## src/rtl/wpqe_pkg.sv

```systemverilog
// Shared types, constants and helpers of the wide polyline quad expander.
`default_nettype none
package wpqe_pkg;
    localparam int COORD_BITS = 16;
    localparam int FRAC_BITS  = 4;
    localparam int OUT_BITS   = 22;
    localparam int W_BITS     = 8;
    localparam int SLOT_BITS  = 3;
    localparam int ABS_BITS   = COORD_BITS;
    localparam int SQ_BITS    = 2 * ABS_BITS + 2;
    localparam int MAG_BITS   = W_BITS + ABS_BITS + FRAC_BITS;
    localparam int M_BITS     = 2 * MAG_BITS;
    localparam int T_BITS     = W_BITS + FRAC_BITS;
    localparam int P_BITS     = M_BITS + 4;
    localparam int Q_BITS     = SQ_BITS + T_BITS + 1;
    localparam int J_BITS     = 4;
    localparam int OFF_BITS   = T_BITS + 2;
    localparam int SUM_BITS   = OUT_BITS + 2;
    localparam logic signed [SUM_BITS-1:0] OUT_MAX = SUM_BITS'((1 << (OUT_BITS - 1)) - 1);
    localparam logic signed [SUM_BITS-1:0] OUT_MIN = -OUT_MAX - SUM_BITS'(1);

    typedef enum logic [2:0] {
        K_STRIP_PAIR,
        K_STRIP_ONE,
        K_VERT,
        K_HORZ,
        K_DIAG
    } t_kind;

    typedef struct packed {
        t_kind                         kind;
        logic signed [COORD_BITS-1:0]  x1;
        logic signed [COORD_BITS-1:0]  y1;
        logic signed [COORD_BITS-1:0]  x2;
        logic signed [COORD_BITS-1:0]  y2;
        logic [W_BITS-1:0]             w;
    } t_cmd;

    // Scale a whole-pixel coordinate to fixed point, add the offset and clamp.
    function automatic logic signed [OUT_BITS-1:0] sat_out(
        input logic signed [COORD_BITS-1:0] pix,
        input logic signed [OFF_BITS-1:0]   off
    );
        logic signed [SUM_BITS-1:0] v;
        v = (SUM_BITS'(pix) <<< FRAC_BITS) + SUM_BITS'(off);
        if (v > OUT_MAX) begin
            v = OUT_MAX;
        end else if (v < OUT_MIN) begin
            v = OUT_MIN;
        end
        return v[OUT_BITS-1:0];
    endfunction
endpackage
`default_nettype wire

```

## src/rtl/wpqe_fifo.sv

```systemverilog
// Two-entry command queue between the front and the back.
`default_nettype none
module wpqe_fifo (
    input  wire             i_clk,
    input  wire             i_rst_n,
    input  wire             i_push,
    input  wpqe_pkg::t_cmd  i_data,
    output logic            o_full,
    output logic            o_valid,
    input  wire             i_pop,
    output wpqe_pkg::t_cmd  o_data
);
    import wpqe_pkg::*;

    t_cmd       r_mem [2];
    logic       r_wr;
    logic       r_rd;
    logic [1:0] r_cnt;

    assign o_full  = (r_cnt == 2'd2);
    assign o_valid = (r_cnt != 2'd0);
    assign o_data  = r_mem[r_rd];

    always_ff @(posedge i_clk) begin
        if (i_push) begin
            r_mem[r_wr] <= i_data;
        end
    end

    always_ff @(posedge i_clk) begin
        if (!i_rst_n) begin
            r_wr  <= 1'b0;
            r_rd  <= 1'b0;
            r_cnt <= 2'd0;
        end else begin
            if (i_push) begin
                r_wr <= ~r_wr;
            end
            if (i_pop) begin
                r_rd <= ~r_rd;
            end
            r_cnt <= r_cnt + 2'(i_push) - 2'(i_pop);
        end
    end

    a_no_overflow: assert property (@(posedge i_clk) disable iff (!i_rst_n)
        i_push |-> !o_full)
        else $error("push into full queue");
    a_no_underflow: assert property (@(posedge i_clk) disable iff (!i_rst_n)
        i_pop |-> o_valid)
        else $error("pop from empty queue");
    a_count_range: assert property (@(posedge i_clk) disable iff (!i_rst_n)
        r_cnt != 2'd3)
        else $error("queue count out of range");
endmodule
`default_nettype wire

```

## config.mk

```make
export PLATFORM = sky130hd
export DESIGN_NAME = wpqe_fifo
export DESIGN_NICKNAME = d
export VERILOG_FILES = /design/src/rtl/wpqe_pkg.sv /design/src/rtl/wpqe_fifo.sv
export SDC_FILE = /design/constraint.sdc
export NUM_CORES = 1
export LEC_CHECK = 0
export ABC_AREA = 1
export BUFFER_PORTS_ARGS = -buffer_cell sky130_fd_sc_hd__buf_2
export CORE_MARGIN = 3
export CORE_UTILIZATION = 56
export CTS_CLUSTER_DIAMETER = 150
export DETAILED_ROUTE_END_ITERATION = 10
export PLACE_DENSITY_LB_ADDON = 0.2
export SKIP_LAST_GASP = 1
export SLEW_MARGIN = 20
export SYNTH_ARGS = -nofsm -noshare
export SYNTH_HDL_FRONTEND = slang
export SYNTH_SLANG_ARGS = --single-unit
```

## constraint.sdc

```tcl
create_clock -name i_clk -period 7.9 [get_ports i_clk]
set_input_delay 1.58 -clock i_clk [delete_from_list [all_inputs] [get_ports i_clk]]
set_output_delay 1.58 -clock i_clk [all_outputs]
set_load 0.02 [all_outputs]
```

==> summary.txt <==
Post-synth ARST share = 0%
max-cap viol count = 0
vias in the first global route = 3,102
Mean Syn Cell Area = 21.95 um2
Post-Syn Instances = 266
htree depth = 4
drt wl/cell = 16.79 um
Setup TNS = 0 ps
drt drc = 0
CTS Buf Count = 17
Crit path arrival time = 2510 ps
adder-cell share of the synthesized area = 0.4285%
PortBufs = 155
first-pass GRT wire length = 14,870 um
critical path class = flop to output pin
number of synthesized flops with an enable pin = 150
Compound-Gate Fraction of Synth Area = 0.08571%
Hold WS = 518.3 ps
cell class contributing the biggest share of worst-path delay = buffers and inverters
Post-Synth XOR/XNOR Area = 0%
I/O pin total = 156
CP max-delay cell = buf_4
Synth cell types = 12
CTS root buf = clkbuf_8
Period minus WS final = 4087 ps
worst min path class = flop to flop
#FFs+latches synth = 155
Yosys top cell by area = edfxtp_1
Post-Syn Area = 5839 um2
post-synthesis mux area share = 17.68%
dpl hpwl = 6272 um
simple-gate portion of the synthesized area = 1.178%
worst path cell trace = buf_4 -> mux2_2 -> buf_2
CP max FO = 48
top post-synthesis cells by area = edfxtp_1 (77%), mux2_4 (13%), mux2_2 (4.8%), dfxtp_1 (1.7%), buf_6 (1.2%)
share of the synthesized area in the top cell type = 77.14%
clock slew at reported path FFs = 60 ps
Main synth FF type = edfxtp_1
Finish-stage setup viols = 0
unrepaired setup endpoints after global routing = no
top cells by count, synth = edfxtp_1 (150), mux2_4 (50), mux2_2 (25), nand2_1 (9), nor2_1 (8)
count leader, synth = edfxtp_1
Worst Path Required = 6320 ps
outcome = finished clean
final wirelength = 9755 um
layout cells sized above 1 = 59.38%
# diodes = 0
vias per cell = 4.993
Hold Fails Final Rpt = 0
Critical Path End Type = output pin
CP peak stage delay = 720 ps
worst path bufs/invs = 2
Core Area = 9955 um2
chip width = 108.1 um
max-slew violation count = 0
initial core utilization = 58.66%
clk sinks = 155
Filler Cells Inserted = 635
CTS Hold Bufs = 0
P_leak = 2.942 nW
layout net count = 516
Tcrit/Tclk final = 51.74%
die height = 108.1 um
total track usage = 17.42%
die area = 11,690 um2
Syn Nets = 347
Routability Congestion = 0.6760
worst slew pin tran = 992.2 ps
sequential share of the synthesized area = 78.85%
Rows = 36
synth warn = 0
Setup Buffers After CTS = 0
area growth from synthesis to layout = 25.86%
post-CTS resize count = 0
Overflow after GRT = 0
CTS max path bufs = 2
CTS tree = yes
Max VDD drop = 161.5 uV
via count = 2,901
largest family of logic cells by synthesized area = multiplexers
DRT Pass-1 Iters = 4
max_slew headroom = 33.85%
Final ANT Viol Nets = 0
highest clock rate = 0.2447 GHz
Iteration-0 DRC Markers = 133
Skew-Pair Late Insertion Delay = 510 ps
largest net degree at the start of global routing = 76
PwrDens = 271.1 nW/um2
initial antenna violation count = 1
worst-case clock skew = 3.251 ps
startpoint types = flop
metal layers:
metal  wire [um]  vias to the layer above  global-route usage [%]
met5           8                        -                       0
met4         184                        2                   7.304
met3         916                       18                   8.299
met2        4786                      121                   27.58
met1        3858                     1381                   20.56
li1            -                     1379                       -
layout by cell type, fill, tap and decap left out, types with 2 or more instances in the layout:
cell type  instances
inv_6              2
inv_1              6
clkinv_2           4
buf_4              3
edfxtp_1         150
nand2_1            9
clkinv_1           2
ha_1               2
clkinv_4           2
mux2_4            50
nor2_1             7
buf_2            155
bufinv_16          4
clkbuf_16         16
mux2_2            25
dfxtp_1            4
worst paths after layout:
check | endpoint | cells past startpoint | start | slack (ps)
setup / recovery | o_data[3] | 3 | flop | 3810
hold / removal | r_rd | 2 | r_rd | 520
setup reg to reg | r_mem[1][36] | 3 | r_wr | 6030
hold reg to reg | r_rd | 2 | r_rd | 520
state kept, by name (all words and copies together) (netlist names), named ones only:
signal  count
r_mem     150
r_rd        1
r_wr        1
r_cnt       2
tightest hold or removal path, stage by stage (launching register included):
cell	delay, ps
dfxtp_1	330
nor2_1	60
nor2_1	90
report_power, final:
group	internal, mW	switching, mW	total (mW)
Combinational	0.0902	0.115	0.205
Sequential	0.952	0.0161	0.968
Clock	0.514	0.306	0.819
kinds of logic after synthesis:
| group | after synthesis |
|---|---|
| flops | 155 |
| mux | 75 |
| simple gates | 18 |
| buf+inv | 15 |
| fa+ha+maj | 2 |
| compound gates | 1 |
layout make-up:
type | count | area [um2] | area share (%)
inverters | 7 | 27.53 | 0.3745
clock buffers | 17 | 414.1 | 5.635
well taps | 133 | 166.4 | 2.264
repair buffers | 158 | 798.3 | 10.86
clock inverters | 15 | 196.4 | 2.673
multi-input cells | 96 | 1139 | 15.49
flip-flops and latches | 155 | 4608 | 62.70
stage by stage:
step / instances / instance area, um2 / power, mW / setup WS [ps] / util, %
after CTS: 581 / 7350 / 2.013 / 3742 / 73.83
after detailed placement: 549 / 6739 / 1.193 / 4303 / 67.70
after floorplan: 266 / 5839 / 1.123 / 2626 / -
final: 581 / 7350 / 1.993 / 3813 / 73.83
after global placement: 549 / 6739 / 1.186 / 4347 / 67.70
after global routing: 581 / 7350 / 2.070 / 3685 / 73.83
Power figures use the tool's default switching activity.
