## src/rtl/wpqe_pkg.sv

```systemverilog
// Shared types, constants and helpers of the wide polyline quad expander.
`default_nettype none
package wpqe_pkg;
    localparam int COORD_BITS = 16;
    localparam int FRAC_BITS  = 4;
    localparam int OUT_BITS   = 22;
    localparam int W_BITS     = 8;
    localparam int SLOT_BITS  = 3;
    localparam int ABS_BITS   = COORD_BITS;
    localparam int SQ_BITS    = 2 * ABS_BITS + 2;
    localparam int MAG_BITS   = W_BITS + ABS_BITS + FRAC_BITS;
    localparam int M_BITS     = 2 * MAG_BITS;
    localparam int T_BITS     = W_BITS + FRAC_BITS;
    localparam int P_BITS     = M_BITS + 4;
    localparam int Q_BITS     = SQ_BITS + T_BITS + 1;
    localparam int J_BITS     = 4;
    localparam int OFF_BITS   = T_BITS + 2;
    localparam int SUM_BITS   = OUT_BITS + 2;
    localparam logic signed [SUM_BITS-1:0] OUT_MAX = SUM_BITS'((1 << (OUT_BITS - 1)) - 1);
    localparam logic signed [SUM_BITS-1:0] OUT_MIN = -OUT_MAX - SUM_BITS'(1);

    typedef enum logic [2:0] {
        K_STRIP_PAIR,
        K_STRIP_ONE,
        K_VERT,
        K_HORZ,
        K_DIAG
    } t_kind;

    typedef struct packed {
        t_kind                         kind;
        logic signed [COORD_BITS-1:0]  x1;
        logic signed [COORD_BITS-1:0]  y1;
        logic signed [COORD_BITS-1:0]  x2;
        logic signed [COORD_BITS-1:0]  y2;
        logic [W_BITS-1:0]             w;
    } t_cmd;

    // Scale a whole-pixel coordinate to fixed point, add the offset and clamp.
    function automatic logic signed [OUT_BITS-1:0] sat_out(
        input logic signed [COORD_BITS-1:0] pix,
        input logic signed [OFF_BITS-1:0]   off
    );
        logic signed [SUM_BITS-1:0] v;
        v = (SUM_BITS'(pix) <<< FRAC_BITS) + SUM_BITS'(off);
        if (v > OUT_MAX) begin
            v = OUT_MAX;
        end else if (v < OUT_MIN) begin
            v = OUT_MIN;
        end
        return v[OUT_BITS-1:0];
    endfunction
endpackage
`default_nettype wire

```

## src/rtl/wpqe_front.sv

```systemverilog
// Front: takes points, keeps the previous point and the width, classifies segments.
`default_nettype none
module wpqe_front (
    input  wire                                   i_clk,
    input  wire                                   i_rst_n,
    input  wire                                   i_cfg_valid,
    input  wire  [wpqe_pkg::W_BITS-1:0]           i_line_width,
    input  wire                                   i_accept,
    input  wire  signed [wpqe_pkg::COORD_BITS-1:0] i_pt_x,
    input  wire  signed [wpqe_pkg::COORD_BITS-1:0] i_pt_y,
    input  wire                                   i_new_line,
    output logic                                  o_push,
    output wpqe_pkg::t_cmd                        o_cmd
);
    import wpqe_pkg::*;

    logic [W_BITS-1:0]            r_width;
    logic signed [COORD_BITS-1:0] r_prev_x;
    logic signed [COORD_BITS-1:0] r_prev_y;
    logic                         r_prev_valid;
    logic                         r_strip_started;
    logic                         start;
    logic                         strip;

    assign start = i_new_line || !r_prev_valid;
    assign strip = (r_width == W_BITS'(1));
    assign o_push = i_accept && !start;

    always_comb begin
        o_cmd.x1 = r_prev_x;
        o_cmd.y1 = r_prev_y;
        o_cmd.x2 = i_pt_x;
        o_cmd.y2 = i_pt_y;
        o_cmd.w  = r_width;
        if (strip) begin
            o_cmd.kind = r_strip_started ? K_STRIP_ONE : K_STRIP_PAIR;
        end else if (r_prev_x == i_pt_x) begin
            o_cmd.kind = K_VERT;
        end else if (r_prev_y == i_pt_y) begin
            o_cmd.kind = K_HORZ;
        end else begin
            o_cmd.kind = K_DIAG;
        end
    end

    always_ff @(posedge i_clk) begin
        if (!i_rst_n) begin
            r_width         <= W_BITS'(1);
            r_prev_x        <= '0;
            r_prev_y        <= '0;
            r_prev_valid    <= 1'b0;
            r_strip_started <= 1'b0;
        end else begin
            if (i_cfg_valid) begin
                r_width <= i_line_width;
            end
            if (i_accept) begin
                r_prev_x        <= i_pt_x;
                r_prev_y        <= i_pt_y;
                r_prev_valid    <= 1'b1;
                r_strip_started <= !start && strip;
            end
        end
    end
endmodule
`default_nettype wire

```

## config.mk

```make
export PLATFORM = sky130hd
export DESIGN_NAME = wpqe_front
export DESIGN_NICKNAME = d
export VERILOG_FILES = /design/src/rtl/wpqe_pkg.sv /design/src/rtl/wpqe_front.sv
export SDC_FILE = /design/constraint.sdc
export NUM_CORES = 1
export LEC_CHECK = 0
export BUFFER_PORTS_ARGS = -buffer_cell sky130_fd_sc_hd__buf_2
export CORE_AREA = 3 3 79 81
export DETAILED_ROUTE_END_ITERATION = 10
export DIE_AREA = 0 0 82 84
export HOLD_SLACK_MARGIN = 0.12
export PLACE_DENSITY = 0.72
export SYNTH_ARGS = -nofsm -noshare
export SYNTH_HDL_FRONTEND = slang
export SYNTH_SLANG_ARGS = --single-unit
```

## constraint.sdc

```tcl
create_clock -name i_clk -period 1.86 [get_ports i_clk]
set_input_delay 0 -clock i_clk [delete_from_list [all_inputs] [get_ports i_clk]]
set_output_delay 0 -clock i_clk [all_outputs]
set_load 0.01 [all_outputs]
```

==> results of run 1 <==
[power breakdown]
part | internal (mW) | switching (mW) | leakage, nW
Clock | 0.538 | 0.327 | 0.0683
Combinational | 0.261 | 0.238 | 1.24
Sequential | 0.952 | 0.0424 | 0.347
Total | 1.75 | 0.608 | 1.65
[worst min-delay path, stage by stage]
cell and delay (ps):
buf_2 180, mux2i_1 160, nor2b_1 50
[cell families (layout without fill, tap and decap cells)]
logic type	Yosys count	in the layout
flops	42	42
mux	40	40
simple gates	60	60
compound gates	4	4
buf+inv	41	172
xor+xnor	32	32
[state kept, by name, indices dropped and copies added, names as in the netlist]
name and cells:
r_prev_valid 1, r_prev_x 16, r_prev_y 16, r_strip_started 1, r_width 8
[metrics by stage]
step	utilization, %	power [mW]	hold slack (ps)	worst slack, ps	cells
finish	58.3	2.36	147	128	422
detailed placement	48.1	1.44	227	415	372
global route	58.3	2.48	138	8.80	422
floorplan	-	1.30	54.7	625	219
global placement	48.1	1.44	221	459	372
CTS	58.2	2.39	138	76.5	422
[Yosys cell counts, drive strengths merged]
library cell   n  area [sq um]
mux2i         40           400
nand4          2          12.5
nor2b         41           257
nand2          3          11.3
o31ai          1          12.5
xor2          32           280
and4           1          8.76
buf           37           270
nor4           9          81.3
nor2           2          7.51
a21oi          2          10.0
and4b          1          10.0
and3b          1          8.76
o21a           1          7.51
clkbuf         4          15.0
dfxtp         42           841
[routing by layer]
metal | wire (um) | share of wire (%) | GRT usage, % | vias up
li1 | - | - | - | 966
met5 | 0 | 0 | 0 | -
met3 | 364 | 6.4 | 4.21 | 10
met4 | 137 | 2.4 | 6.80 | 0
met1 | 2350 | 41 | 19.1 | 876
met2 | 2850 | 50 | 28.1 | 75
[timing repair]
item	CTS	global route
gates resized for setup	0	1
setup endpoints to repair	0	2
hold buffers	42	0
endpoints found under the hold margin	41	0
[worst max path at each step]
| stage | slack [ps] | endpoint | startpoint |
|---|---|---|---|
| global route | 9 | o_cmd[74] | r_prev_x[7] |
| detailed placement | 420 | o_cmd[72] | r_prev_y[1] |
| floorplan | 630 | o_cmd[72] | r_prev_y[7] |
| CTS | 80 | o_cmd[72] | r_prev_y[1] |
| global placement | 460 | o_cmd[72] | r_prev_y[1] |
| finish | 130 | o_cmd[74] | i_pt_x[9] |
[area by class of cell]
type                    count  area [sq um]  area share (%)
flip-flops and latches     42           841            26.0
well taps                  72          90.1            2.79
repair buffers            164          1050            32.5
clock buffers               5          68.8            2.13
clock inverters             3          68.8            2.13
multi-input cells         136          1110            34.5
==> reports/metrics.yaml, run 1 <==
worst_setup_path:
  crit_path_start_kind: "input pin"
  critPathBufInv: 3
  crit_arrival_ps: 1730
  timing.rr.start: "r_width[3]"
  path_cells: "dlygate4sd3_1 > buf_2 > xor2_1 > nor4_1 > nand4_1 > and3b_1 > buf_2"
  path_delay_family: "buffers and inverters"
  r2r_end: "r_strip_started"
  cp_common_cell: "buf_2"
  r2r_slack_ps: 580
  cpMaxStageDelayCell: "dlygate4sd3_1"
  critPathMaxStageDelay_ps: 540
  path_class: "in -> out"
  crit_fanout: 3
  r2r_cells: 4
  endpoint_kind: "output pin"
  crit_required_ps: 1860
  cp.depth: 7
sta:
  fmax_mhz: 577
  skew_ps: 2.12
  finalSetupViolations: 0
  finalHoldViolations: 0
  rsz0062_at_grt: "no"
  fin_crit_ps: 1730
  relSlewSlack_pct: 59.1
  period_share_pct: 93.1
  tns_ps: 0
  worstMarginPinSlew_ps: 614
  drv_slew: 0
pwr:
  power_density_nw_per_um2: 730
  ir_drop_mv: 0.311
  p_leak_nw: 1.65
final_layout:
  syn_to_final_growth_pct: 44.6
  drive_above_1_share_pct: 38.9
  diodes: 0
  finish.instance_area_sq_um: 3230
  mostFrequentLayoutCells: "buf_2, dlygate4sd3_1, dfxtp_1"
  final_common_cell: "buf_2"
  nets: 394
  nFillCells: 486
outcome:
  status: "completed"
logic_synthesis:
  synth_warnings: 0
  postSynthAreaPerCell_sq_um: 10.2
  yosys.area_share.adder_pct: 0
  synth_area_sq_um: 2230
  ys_seq_elements: 42
  synth-simple-area-share_pct: 17.8
  synth_mux_area_share_pct: 17.9
  yosys.area_share.xor_xnor_pct: 12.5
  ys_seq_area_share_pct: 37.6
  synth_fp_nets: 264
  synth.distinct_cells: 18
  synthCells: 219
  synth_top_family_by_area: "multiplexers"
  synth_compound_area_share_pct: 1.34
die:
  dieArea_sq_um: 6890
  dieWidth_um: 82
  rows: 27
  io_pins: 121
  start_util_pct: 40.3
  fp.dieH_um: 84
  core_sq_um: 5540
clocking:
  cts_buffers: 5
  clock_path_buffers: 2
  insertion_delay_ps: 290
  ctsHtreeMaxLevel: 2
  root_buffer: "clkbuf_8"
  clkSinkCount: 42
  clkTransAtPathRegs_ps: 90
  cts_setup_buffers: 0
  cts_tree: "done"
route:
  drtAntennaViolNets: 0
  drt_iter0_drc: 25
  avgViaCountPerCell: 4.57
  drc: 0
  routed_wl_um: 5710
  vias: 1927
  wl_per_cell_um: 13.5
  first_pass_iters: 4
placement:
  gp_congestion: 0.779
  place_hpwl_um: 3760
  placed_area_sq_um: 2670
  portBuffers: 120
hold_path:
  holdCritPathClass: "in -> reg"
  hold_depth: 3
  hp-start: "i_cfg_valid"
  min_to: "r_width[2]"
global_route:
  grtUsageTotal_pct: 16.5
  antenna_found_initial: 0
  grt_max_degree: 43
  grt-ovfl-total: 0
  grt_pass1_wl_um: 8810
  first_global_vias: 1861
run:
  maxCapViolCount: 0
Power figures use the tool's default switching activity.
==> inputs of run 2 (changes only) <==
- ABC_AREA: not set -> 1
- CORE_AREA: 3 3 79 81 -> 3 3 81 83
- DIE_AREA: 0 0 82 84 -> 0 0 84 86
- PLACE_DENSITY: 0.72 -> 0.71
==> run 2 against run 1 <==
Sequential share of layout area decreased by 0.87 points. Area after synthesis increased by 6.0%. Non-clock buffer count increased by 6. Total power decreased by 10%. Combinational power increased by 9.8%. Die area increased by 4.9%. Wire length increased by 18%. Critical path type is now reg -> out.
==> reports/metrics.yaml, run 2 <==
logic_synthesis:
  synth_fp_nets: 416
  ys_seq_area_share_pct: 35.5
  yosys-top-cells-area: "dfxtp_1, nor2_1, nand2_1"
  synth_warnings: 0
  ys_seq_elements: 42
  synthCells: 371
  synth_edf_count: 0
  synth_area_sq_um: 2370
  synth.distinct_cells: 17
  yosysMostFrequentCell: "nor2_1"
  synth_area_leader_cell: "dfxtp_1"
  yosys.area.top_type_share_pct: 35.5
  synthFlopType: "dfxtp_1"
  synth-async-reset-ratio_pct: 0
  synth_common_cells: "nor2_1, nand2_1, inv_1"
  postSynthAreaPerCell_sq_um: 6.38
route:
  routed_wl_um: 6710
  wl_per_cell_um: 11.6
  drtAntennaViolNets: 0
  first_pass_iters: 4
  drc: 0
  avgViaCountPerCell: 4.49
  vias: 2599
  drt_iter0_drc: 91
hold_path:
  holdCritPathClass: "in -> reg"
sta:
  drv_slew: 0
  finalSetupViolations: 0
  period_share_pct: 81.9
  fmax_mhz: 656
  fin_crit_ps: 1520
  skew_ps: 2.13
  relSlewSlack_pct: 70.7
  finalHoldViolations: 0
  tns_ps: 0
  worstMarginPinSlew_ps: 440
  fin_hold_ws_ps: 51.1
  rsz0062_at_grt: "no"
global_route:
  grt-ovfl-total: 0
  first_global_vias: 2405
  grt_max_degree: 41
  grt_pass1_wl_um: 10900
  antenna_found_initial: 0
  grtUsageTotal_pct: 18.4
clocking:
  cts_tree: "done"
  ctsHtreeMaxLevel: 2
  root_buffer: "clkbuf_8"
  clkTransAtPathRegs_ps: 80
  insertion_delay_ps: 290
  cts_setup_buffers: 0
  clock_path_buffers: 2
  cts_buffers: 5
  clkSinkCount: 42
final_layout:
  nets: 549
  finish.instance_area_sq_um: 3340
  final_util_pct: 56.4
  final_common_cell: "buf_2"
  mostFrequentLayoutCells: "buf_2, nor2_1, nand2_1"
  diodes: 0
  syn_to_final_growth_pct: 41.2
  largest_registers: "r_prev_x x16, r_prev_y x16, r_width x8"
  drive_above_1_share_pct: 25.6
placement:
  gp_congestion: 0.765
  place_hpwl_um: 4390
  placed_area_sq_um: 2770
  portBuffers: 120
die:
  core_sq_um: 5920
  io_pins: 121
  fp.dieH_um: 86
  dieArea_sq_um: 7220
  dieWidth_um: 84
  rows: 28
  start_util_pct: 40.0
pwr:
  seq_power_share_pct: 47.8
  power.share.combinational_pct: 25.8
  ir_drop_mv: 0.391
  pwr-share-clk_pct: 26.4
  p_leak_nw: 1.83
  p_int_mw: 1.48
  p_sw_mw: 0.641
  power_density_nw_per_um2: 635
  total_power_mw: 2.12
  p_sw_share_pct: 30.2
worst_setup_path:
  crit_arrival_ps: 1520
  path_class: "reg -> out"
  crit_path_start_kind: "flop"
  crit_fanout: 4
  endpoint_kind: "output pin"
  crit_required_ps: 1860
run:
  maxCapViolCount: 0
outcome:
  status: "completed"
==> run 2: worst max-delay path, cell delays in order, from the launching register on <==
cell and delay, ps:
dfxtp_1 370, inv_1 50, nand2_1 50, nand2_1 50, nor2_1 110, nand2_1 60, nor2_1 110, nand2_1 130
a21oi_2 170, buf_2 140
==> run 2: cell type report <==
class	instances	area [sq um]
tap	75	93.8
fill	561	2580
timing repair buffer	170	1100
multi-input combinational	240	1060
inverter	45	169
clock buffer	7	76.3
sequential	42	841
==> run 2: cell families after synthesis <==
logic type	share of synthesized area, %
AOI/OAI and AO/OA	12.4
xor gates and xnor gates	5.55
buffers and inverters	19.7
DFF	35.5
and+or+nand+nor	26.8
==> run 2: through the flow <==
stage | instances | setup slack [ps]
2_1_floorplan | 371 | 841
6_report | 579 | 336
3_5_place_dp | 523 | 609
5_1_grt | 579 | 99.9
3_3_place_gp | 523 | 644
4_1_cts | 580 | 65.8
==> run 2: worst paths after layout <==
check,end,slack [ps],start,cells past startpoint
max,o_cmd[73],340,r_prev_x[11],9
min reg2reg,r_strip_started,470,r_strip_started,2
max reg2reg,r_width[5],600,r_width[5],3
min,r_width[0],50,i_cfg_valid,2
==> run 2: layer usage <==
| layer | GRT usage (%) | share of wire, % | vias up |
|---|---|---|---|
| met5 | 0 | 0 | - |
| met4 | 4.09 | 0.30 | 0 |
| met3 | 5.09 | 7.0 | 2 |
| met2 | 35.1 | 51 | 93 |
| met1 | 20.1 | 42 | 1145 |
| li1 | - | - | 1359 |
==> run 2: power by group through the flow <==
stage / combinational, mW / sequential [mW] / clock, mW
floorplan: 0.281 / 1.06 / 0
global placement: 0.453 / 1.03 / 0
detailed placement: 0.464 / 1.03 / 0
CTS: 0.549 / 1.01 / 0.591
global route: 0.618 / 1.03 / 0.630
finish: 0.548 / 1.02 / 0.560
==> run 2: repair_timing <==
item | 4_1_cts | 5_1_grt
resized for setup | 0 | 1
hold buffers | 50 | 0
hold endpoints to repair | 41 | 0
endpoints found under the setup margin | 0 | 1
